**src/sv/utt_pkg.sv**
```systemverilog
// Shared types and constants for the UTF-16 to UTF-8 transcoder.
package utt_pkg;

  // Most UTF-8 bytes that one input byte can cause
  localparam int unsigned JOB_BYTES = 6;

  // Configuration register word indexes
  localparam logic REG_BIG_ENDIAN = 1'b0;

  // UTF-16 code unit boundaries
  localparam logic [15:0] BOM_UNIT        = 16'hFEFF;
  localparam logic [15:0] HIGH_SURR_FIRST = 16'hD800;
  localparam logic [15:0] HIGH_SURR_LAST  = 16'hDBFF;
  localparam logic [15:0] LOW_SURR_FIRST  = 16'hDC00;
  localparam logic [15:0] LOW_SURR_LAST   = 16'hDFFF;
  localparam logic [15:0] ONE_BYTE_LIMIT  = 16'h0080;
  localparam logic [15:0] TWO_BYTE_LIMIT  = 16'h0800;

  // Supplementary plane offset
  localparam logic [20:0] SUPP_BASE = 21'h10000;

  // High surrogate prefix above the ten payload bits
  localparam logic [5:0] HIGH_SURR_PREFIX = 6'b110110;

  // UTF-8 lead and continuation markers
  localparam logic [7:0] LEAD2 = 8'hC0;
  localparam logic [7:0] LEAD3 = 8'hE0;
  localparam logic [7:0] LEAD4 = 8'hF0;
  localparam logic [7:0] CONT  = 8'h80;

  // Replacement character EF BF BD
  localparam logic [7:0] REPL0 = 8'hEF;
  localparam logic [7:0] REPL1 = 8'hBF;
  localparam logic [7:0] REPL2 = 8'hBD;

  // One classified input byte: the UTF-8 bytes it yields, their count, end flag
  typedef struct packed {
    logic [JOB_BYTES-1:0][7:0] bytes;
    logic [2:0]                count;
    logic                      eos;
  } job_t;

endpackage

```
**src/sv/utt_front.sv**
```systemverilog
// Front end: pairs bytes into code units and encodes each into a job of UTF-8 bytes.
module utt_front (
  input  logic          clk,
  input  logic          rst,
  input  logic          big_endian,
  input  logic          in_valid,
  input  logic [7:0]    in_byte,
  input  logic          end_of_stream,
  output logic          job_push,
  output utt_pkg::job_t job
);

  logic       odd_phase;
  logic [7:0] held_byte;
  logic       first_pending;
  logic       surr_waiting;
  logic [9:0] high_bits;

  logic       odd_phase_next;
  logic [7:0] held_byte_next;
  logic       first_pending_next;
  logic       surr_waiting_next;
  logic [9:0] high_bits_next;

  logic [15:0] unit;
  logic [20:0] cp;
  logic [15:0] held_surr;
  logic        is_bom;
  logic [2:0]  pos;

  // Assemble the code unit in the selected byte order
  assign unit = big_endian ? {held_byte, in_byte} : {in_byte, held_byte};
  assign cp   = utt_pkg::SUPP_BASE + {1'b0, high_bits, unit[9:0]};
  assign is_bom = first_pending && (unit == utt_pkg::BOM_UNIT);

  // Classify the byte and build its job
  always_comb begin
    odd_phase_next     = odd_phase;
    held_byte_next     = held_byte;
    first_pending_next = first_pending;
    surr_waiting_next  = surr_waiting;
    high_bits_next     = high_bits;
    held_surr          = 16'h0000;
    job                = '0;
    pos                = 3'd0;

    if (!odd_phase) begin
      held_byte_next = in_byte;
      odd_phase_next = 1'b1;
    end else begin
      odd_phase_next     = 1'b0;
      first_pending_next = 1'b0;
      if (!is_bom) begin
        if (surr_waiting && unit inside {[utt_pkg::LOW_SURR_FIRST:utt_pkg::LOW_SURR_LAST]})
        begin
          // Merge the pair into a four-byte sequence
          surr_waiting_next = 1'b0;
          high_bits_next    = 10'd0;
          job.bytes[pos] = utt_pkg::LEAD4 | {5'b0, cp[20:18]};
          pos = pos + 3'd1;
          job.bytes[pos] = utt_pkg::CONT | {2'b0, cp[17:12]};
          pos = pos + 3'd1;
          job.bytes[pos] = utt_pkg::CONT | {2'b0, cp[11:6]};
          pos = pos + 3'd1;
          job.bytes[pos] = utt_pkg::CONT | {2'b0, cp[5:0]};
          pos = pos + 3'd1;
        end else begin
          if (surr_waiting) begin
            // Unpaired high surrogate: emit the replacement character first
            surr_waiting_next = 1'b0;
            high_bits_next    = 10'd0;
            job.bytes[pos] = utt_pkg::REPL0;
            pos = pos + 3'd1;
            job.bytes[pos] = utt_pkg::REPL1;
            pos = pos + 3'd1;
            job.bytes[pos] = utt_pkg::REPL2;
            pos = pos + 3'd1;
          end
          if (unit < utt_pkg::ONE_BYTE_LIMIT) begin
            job.bytes[pos] = unit[7:0];
            pos = pos + 3'd1;
          end else if (unit < utt_pkg::TWO_BYTE_LIMIT) begin
            job.bytes[pos] = utt_pkg::LEAD2 | {3'b0, unit[10:6]};
            pos = pos + 3'd1;
            job.bytes[pos] = utt_pkg::CONT | {2'b0, unit[5:0]};
            pos = pos + 3'd1;
          end else if (unit inside {[utt_pkg::HIGH_SURR_FIRST:utt_pkg::HIGH_SURR_LAST]}
                       && !end_of_stream) begin
            // Hold the high surrogate for its partner
            surr_waiting_next = 1'b1;
            high_bits_next    = unit[9:0];
          end else begin
            job.bytes[pos] = utt_pkg::LEAD3 | {4'b0, unit[15:12]};
            pos = pos + 3'd1;
            job.bytes[pos] = utt_pkg::CONT | {2'b0, unit[11:6]};
            pos = pos + 3'd1;
            job.bytes[pos] = utt_pkg::CONT | {2'b0, unit[5:0]};
            pos = pos + 3'd1;
          end
        end
      end
    end

    if (end_of_stream) begin
      // Flush a still waiting high surrogate in its three-byte form
      if (surr_waiting_next) begin
        held_surr = {utt_pkg::HIGH_SURR_PREFIX, high_bits_next};
        job.bytes[pos] = utt_pkg::LEAD3 | {4'b0, held_surr[15:12]};
        pos = pos + 3'd1;
        job.bytes[pos] = utt_pkg::CONT | {2'b0, held_surr[11:6]};
        pos = pos + 3'd1;
        job.bytes[pos] = utt_pkg::CONT | {2'b0, held_surr[5:0]};
        pos = pos + 3'd1;
      end
      odd_phase_next     = 1'b0;
      held_byte_next     = 8'h00;
      first_pending_next = 1'b1;
      surr_waiting_next  = 1'b0;
      high_bits_next     = 10'd0;
    end

    job.count = pos;
    job.eos   = end_of_stream;
  end

  // Push only bytes that produce output
  assign job_push = in_valid && (pos != 3'd0);

  // Advance the pairing state on each accepted transaction
  always_ff @(posedge clk) begin
    if (rst) begin
      odd_phase     <= 1'b0;
      held_byte     <= 8'h00;
      first_pending <= 1'b1;
      surr_waiting  <= 1'b0;
      high_bits     <= 10'd0;
    end else if (in_valid) begin
      odd_phase     <= odd_phase_next;
      held_byte     <= held_byte_next;
      first_pending <= first_pending_next;
      surr_waiting  <= surr_waiting_next;
      high_bits     <= high_bits_next;
    end
  end

  // The end of a stream leaves the front in its start state
  a_eos_clears: assert property (@(posedge clk) disable iff (rst)
    in_valid && end_of_stream |=> first_pending && !odd_phase && !surr_waiting)
    else $error("front state not cleared after end of stream");

  // A first byte of a unit never yields output unless it ends the stream
  a_first_byte_silent: assert property (@(posedge clk) disable iff (rst)
    in_valid && !odd_phase && !end_of_stream |-> !job_push)
    else $error("first byte of a unit produced output");

endmodule

```
**src/sv/utt_queue.sv**
```systemverilog
// Job queue between the front end and the byte serializer.
module utt_queue #(
  parameter int unsigned DEPTH = 4
) (
  input  logic          clk,
  input  logic          rst,
  input  logic          push,
  input  utt_pkg::job_t job_in,
  output logic          full,
  input  logic          pop,
  output logic          job_valid,
  output utt_pkg::job_t job_out
);

  localparam int unsigned PTR_W = (DEPTH > 1) ? $clog2(DEPTH) : 1;
  localparam int unsigned CNT_W = $clog2(DEPTH + 1);

  utt_pkg::job_t mem [DEPTH];
  logic [PTR_W-1:0] wr_ptr;
  logic [PTR_W-1:0] rd_ptr;
  logic [CNT_W-1:0] count;

  assign full      = (count == CNT_W'(DEPTH));
  assign job_valid = (count != '0);
  assign job_out   = mem[rd_ptr];

  // Store incoming jobs
  always_ff @(posedge clk) begin
    if (push && !full) begin
      mem[wr_ptr] <= job_in;
    end
  end

  // Advance pointers and occupancy
  always_ff @(posedge clk) begin
    if (rst) begin
      wr_ptr <= '0;
      rd_ptr <= '0;
      count  <= '0;
    end else begin
      if (push && !full) begin
        wr_ptr <= (wr_ptr == PTR_W'(DEPTH - 1)) ? '0 : wr_ptr + 1'b1;
      end
      if (pop && job_valid) begin
        rd_ptr <= (rd_ptr == PTR_W'(DEPTH - 1)) ? '0 : rd_ptr + 1'b1;
      end
      if ((push && !full) && !(pop && job_valid)) begin
        count <= count + 1'b1;
      end else if (!(push && !full) && (pop && job_valid)) begin
        count <= count - 1'b1;
      end
    end
  end

  a_no_overflow: assert property (@(posedge clk) disable iff (rst)
    !(push && full))
    else $error("job pushed into a full queue");

  a_no_underflow: assert property (@(posedge clk) disable iff (rst)
    !(pop && !job_valid))
    else $error("job popped from an empty queue");

  a_count_grows: assert property (@(posedge clk) disable iff (rst)
    push && !full && !pop |=> count == $past(count) + 1'b1)
    else $error("queue occupancy did not grow on a push");

endmodule

```
**src/sv/utt_back.sv**
```systemverilog
// Back end: sends the bytes of each job one per cycle while pop is high, through an output register.
module utt_back (
  input  logic          clk,
  input  logic          rst,
  input  logic          job_valid,
  input  utt_pkg::job_t job,
  output logic          job_pop,
  output logic [7:0]    out_byte,
  output logic          run_last,
  output logic          stream_done,
  output logic          empty,
  input  logic          pop
);

  logic [2:0] idx;
  logic       out_valid;
  logic       load;
  logic       is_last;

  assign empty   = !out_valid;
  assign load    = job_valid && (!out_valid || pop);
  assign is_last = (idx == job.count - 3'd1);
  assign job_pop = load && is_last;

  // Step through the head job
  always_ff @(posedge clk) begin
    if (rst) begin
      idx       <= 3'd0;
      out_valid <= 1'b0;
    end else if (load) begin
      idx       <= is_last ? 3'd0 : idx + 3'd1;
      out_valid <= 1'b1;
    end else if (pop) begin
      out_valid <= 1'b0;
    end
  end

  // Load the output register
  always_ff @(posedge clk) begin
    if (load) begin
      out_byte    <= job.bytes[idx];
      run_last    <= is_last;
      stream_done <= job.eos;
    end
  end

  a_job_nonempty: assert property (@(posedge clk) disable iff (rst)
    job_valid |-> job.count != 3'd0)
    else $error("empty job reached the serializer");

  a_idx_in_range: assert property (@(posedge clk) disable iff (rst)
    job_valid |-> idx < job.count)
    else $error("byte index past the end of the job");

  a_last_marks_run: assert property (@(posedge clk) disable iff (rst)
    job_pop |=> !empty && run_last)
    else $error("finished job not marked as last");

endmodule

```
**src/sv/utf16_to_utf8_transcoder.sv**
```systemverilog
// Top level of the UTF-16 to UTF-8 transcoder: register port, front end, queue, back end.
//
//   channel   direction  handshake             payload
//   config    in         psel/penable/pwrite   paddr, pwdata, prdata (big_endian)
//   input     in         push / full           in_byte, end_of_stream
//   result    out        pop / empty           out_byte, run_last, stream_done
//
// One input byte is taken per cycle while full is low; the front end encodes it
// in that same cycle and queues the UTF-8 bytes it yields (0 to 6).
// The back end sends one result byte per cycle while pop is high, from a single output
// register, so a byte that yields n results holds the result side for n pops.
// full rises when QUEUE_DEPTH jobs wait; a stalled result side holds the output
// register and backs up into the queue. rst is synchronous and clears the
// pairing state, the queue and big_endian; no clearing pass is needed.
module utf16_to_utf8_transcoder #(
  parameter int unsigned QUEUE_DEPTH = 4
) (
  input  logic        clk,
  input  logic        rst,
  input  logic        psel,
  input  logic        penable,
  input  logic        pwrite,
  input  logic [2:0]  paddr,
  input  logic [31:0] pwdata,
  output logic [31:0] prdata,
  output logic        pready,
  input  logic [7:0]  in_byte,
  input  logic        end_of_stream,
  input  logic        push,
  output logic        full,
  output logic [7:0]  out_byte,
  output logic        run_last,
  output logic        stream_done,
  output logic        empty,
  input  logic        pop
);

  logic          big_endian;
  logic          in_valid;
  logic          job_push;
  utt_pkg::job_t front_job;
  logic          job_valid;
  utt_pkg::job_t head_job;
  logic          job_pop;

  assign pready = 1'b1;
  assign prdata = (paddr[2] == utt_pkg::REG_BIG_ENDIAN) ? 32'(big_endian) : 32'h0;

  // Write the byte order register
  always_ff @(posedge clk) begin
    if (rst) begin
      big_endian <= 1'b0;
    end else if (psel && penable && pwrite && pready
                 && paddr[2] == utt_pkg::REG_BIG_ENDIAN) begin
      big_endian <= pwdata[0];
    end
  end

  assign in_valid = push && !full;

  utt_front u_front (
    .clk          (clk),
    .rst          (rst),
    .big_endian   (big_endian),
    .in_valid     (in_valid),
    .in_byte      (in_byte),
    .end_of_stream(end_of_stream),
    .job_push     (job_push),
    .job          (front_job)
  );

  utt_queue #(
    .DEPTH(QUEUE_DEPTH)
  ) u_queue (
    .clk      (clk),
    .rst      (rst),
    .push     (job_push),
    .job_in   (front_job),
    .full     (full),
    .pop      (job_pop),
    .job_valid(job_valid),
    .job_out  (head_job)
  );

  utt_back u_back (
    .clk        (clk),
    .rst        (rst),
    .job_valid  (job_valid),
    .job        (head_job),
    .job_pop    (job_pop),
    .out_byte   (out_byte),
    .run_last   (run_last),
    .stream_done(stream_done),
    .empty      (empty),
    .pop        (pop)
  );

endmodule

```
**config.mk**
```make
export PLATFORM = sky130hd
export DESIGN_NAME = utf16_to_utf8_transcoder
export DESIGN_NICKNAME = d
export VERILOG_FILES = /design/src/sv/utt_pkg.sv /design/src/sv/utt_front.sv /design/src/sv/utt_queue.sv /design/src/sv/utt_back.sv /design/src/sv/utf16_to_utf8_transcoder.sv
export SDC_FILE = /design/constraint.sdc
export NUM_CORES = 1
export LEC_CHECK = 0
export ABC_AREA = 0
export BUFFER_PORTS_ARGS = -buffer_cell sky130_fd_sc_hd__buf_2
export CORE_ASPECT_RATIO = 0.8
export CORE_MARGIN = 4
export CORE_UTILIZATION = 60
export DETAILED_ROUTE_END_ITERATION = 8
export PLACE_DENSITY = 0.8
export SYNTH_ARGS = -nofsm -noshare
export SYNTH_HDL_FRONTEND = slang
export SYNTH_SLANG_ARGS = --single-unit
```
**constraint.sdc**
```tcl
create_clock -name clk -period 4.85 [get_ports clk]
set_input_delay 0.97 -clock clk [delete_from_list [all_inputs] [get_ports clk]]
set_output_delay 0.97 -clock clk [all_outputs]
set_load 0.01 [all_outputs]
```
==> metrics.txt <==
hold path endpoint=u_front.first_pending; Root Buffer=clkbuf_16; ranking of synthesized cells by area=edfxtp_1 56%, mux4_2 12%, dfxtp_1 6.0%; Bufs on Longest Clock Path=3; Crit Path Max Fanout=15; core box area=0.0190 mm2; IO Pins=96; R2R setup slack=0.62 ns; Initial Util=61.3%; post-CTS resize count=0; Cells after Synth=807; shortest period the worst path allows=4.23 ns; Iter 0 DRT Violations=848; CTS tree=done; DP Cell Count=1,101; TNS Setup=0 ns; hold_sp=u_front.first_pending; initial antenna violation count=0; Hold Worst Slack=0.481 ns; Cell Rows=45; CTS Buf Count=25; Main synth FF type=edfxtp_1; Crit. End Element=register; share of layout cells above drive strength 1=22.6%; setup repair bufs after CTS=0; grt ovf=0; final wirelength=28.7 mm; worst flop-to-flop path endpoint=u_queue.mem[1][15]; DRT Pass-1 Iters=7; DRC Markers=0; CP required=5.12 ns; Arr. time, crit path=4.51 ns; final setup margin=0.616 ns; most frequent cells in the layout=218 x edfxtp_1, 60 x mux4_2, 54 x nor2_1; # clock sinks=253; dpl ws=0.573 ns; Power Density=377 mW/mm2; Layout Skew=0.0151 ns; clock share of power=41.0%; H-tree levels=1; port buffer count=30; max frequency=236 MHz; Cell Count, Final, Fillers Out=1,147; FF/Latch Area=0.00725 mm2; Synth Cell Area=0.0117 mm2; Chip Height=133 um; Layout area overhead=12.7%; synth unique cells=68; post-synth top area cell=edfxtp_1; vias per cell=6.48; top cell type's share of synthesized area=56.1%; vias in the first global route=7,602; Net Sw Frac=23.0%; Worst VDD drop=0.302 mV; final setup fails=0; asr flop ratio synth=0%; antenna fix cells=0; RePlAce Congestion=0.967; Ys Warns=0; Int Power=3.82 mW; period utilization=87.3%; combinational share of power=9.7%; Max-slew headroom=33.0%; antenna-violating nets left=0; Tot GR Track Use=26.7%; Post-synth EDFFs=218; syn_area_per_cell=14.5 um2; #FFs+latches synth=253; Switch Pwr=1.14 mW; sequential share of power=49.2%; most common cell after layout, fill and taps aside=edfxtp_1; max-cap violations=0; Worst Hold Depth=2; Seq/Total Area, Yosys=62.1%; Worst-path clk slew=0.06 ns; Setup CP Type=register to register; Startpoint Class=register; die area=0.0218 mm2; worst skew pair latency=0.53 ns; RSZ-0062 raised after global routing=false; Hold Buf Count CTS=0; Nets=934; first-pass GRT wire length=44.6 mm; final hold vios=0; RR Startpoint=big_endian; multi-input logic area=0.00408 mm2; pin count of the biggest net entering global routing=53; Die Span X=164 um; worst-margin pin slew=1.00 ns; vias=7,436; hold crit path type=register to register; Wirelength per Cell=25.0 um; Fillers=1,313; Reg2Reg Depth=9; outcome=finished, final reports clean; max-slew violations=0; post-detail-place hpwl=18.9 mm; LEAKAGE=4.46 nW
[cell usage after synthesis, drive strengths merged, types with 5 or more instances]
master,count
buf,46
edfxtp,218
nand2b,8
a22oi,14
a21oi,46
mux4,60
clkbuf,33
nand4,5
o21ai,37
ha,12
nand3,8
o22ai,28
nand2,38
nor3,8
nor2,54
a32o,7
mux2,11
xnor2,8
inv,21
and2,7
dfxtp,35
and3,10
mux2i,24
[metal layers]
layer  wire length (um)  vias to the layer above  track usage (%)
li1                   -                     3215                -
met1              11600                     3760             39.0
met2              13900                      394             42.6
met3               2570                       67             4.83
met4                636                        0             6.47
met5                  0                        -                0
[power by group through the flow]
stage / registers, mW / clock network [mW] / logic (mW)
4_1_cts: 2.44 / 2.06 / 0.481
6_report: 2.44 / 2.04 / 0.483
2_1_floorplan: 2.48 / 0 / 0.336
3_5_place_dp: 2.49 / 0 / 0.475
3_3_place_gp: 2.48 / 0 / 0.463
5_1_grt: 2.45 / 2.17 / 0.521
[metrics by stage]
step	area, um2	util (%)	power (mW)
after global routing	13100	69.1	5.14
after CTS	13100	69.1	4.99
after global placement	12300	64.5	2.95
after floorplan	11800	-	2.82
after detailed placement	12300	64.5	2.96
final	13100	69.1	4.96
[state kept, by name, indices dropped and copies added, names as in the netlist, 2 cells and up, named ones only]
| name | count |
|---|---|
| u_back.out_byte | 8 |
| u_front.high_bits | 10 |
| u_queue.mem | 208 |
| u_back.idx | 3 |
| u_queue.count | 3 |
| u_queue.rd_ptr | 2 |
| u_front.held_byte | 8 |
| u_queue.wr_ptr | 2 |
[critical path, stage by stage, from the launching register on]
cell and delay [ns]:
dfxtp_1 0.72, or4b_2 0.65, nor3_2 0.40, or2_2 0.22, mux2_2 0.34, nand2_1 0.09
nor2_1 0.06, ha_1 0.37, or3_1 0.64, o22ai_1 0.49
[final cells by class]
| cell class | instances | area share (%) |
|---|---|---|
| Sequential cell | 253 | 55.2 |
| Multi-Input combinational cell | 498 | 31.0 |
| Clock buffer | 26 | 4.79 |
| Timing Repair Buffer | 69 | 4.04 |
| Tap cell | 258 | 2.46 |
| Clock inverter | 20 | 1.87 |
| Inverter | 23 | 0.657 |
[worst max-delay path by stage]
stage                          start            endpoint  slack (ns)  depth (start not counted)
final                     big_endian  u_queue.mem[1][15]        0.62                          9
after global routing      big_endian  u_queue.mem[2][12]        0.45                         10
after CTS                 big_endian  u_queue.mem[3][12]        0.75                          9
after detailed placement  in_byte[6]  u_queue.mem[1][12]        0.57                         11
after global placement    in_byte[5]  u_queue.mem[0][22]        0.71                         13
after floorplan           in_byte[5]   u_queue.mem[0][0]        0.63                          9
[kinds of logic (layout without fill, tap and decap cells)]
family / count (synthesis) / in the layout / share of synthesized area [%]
flip-flops: 253 / 253 / 62.1
AND/OR/NAND/NOR: 158 / 158 / 6.66
AO/OA/AOI/OAI: 172 / 172 / 9.61
other: 2 / 48 / 0.0644
buffers and inverters: 102 / 138 / 4.48
multiplexers: 95 / 95 / 14.7
XOR/XNOR: 12 / 12 / 0.901
adder cells (fa/ha/maj): 13 / 13 / 1.46
Power figures use the tool's default switching activity.
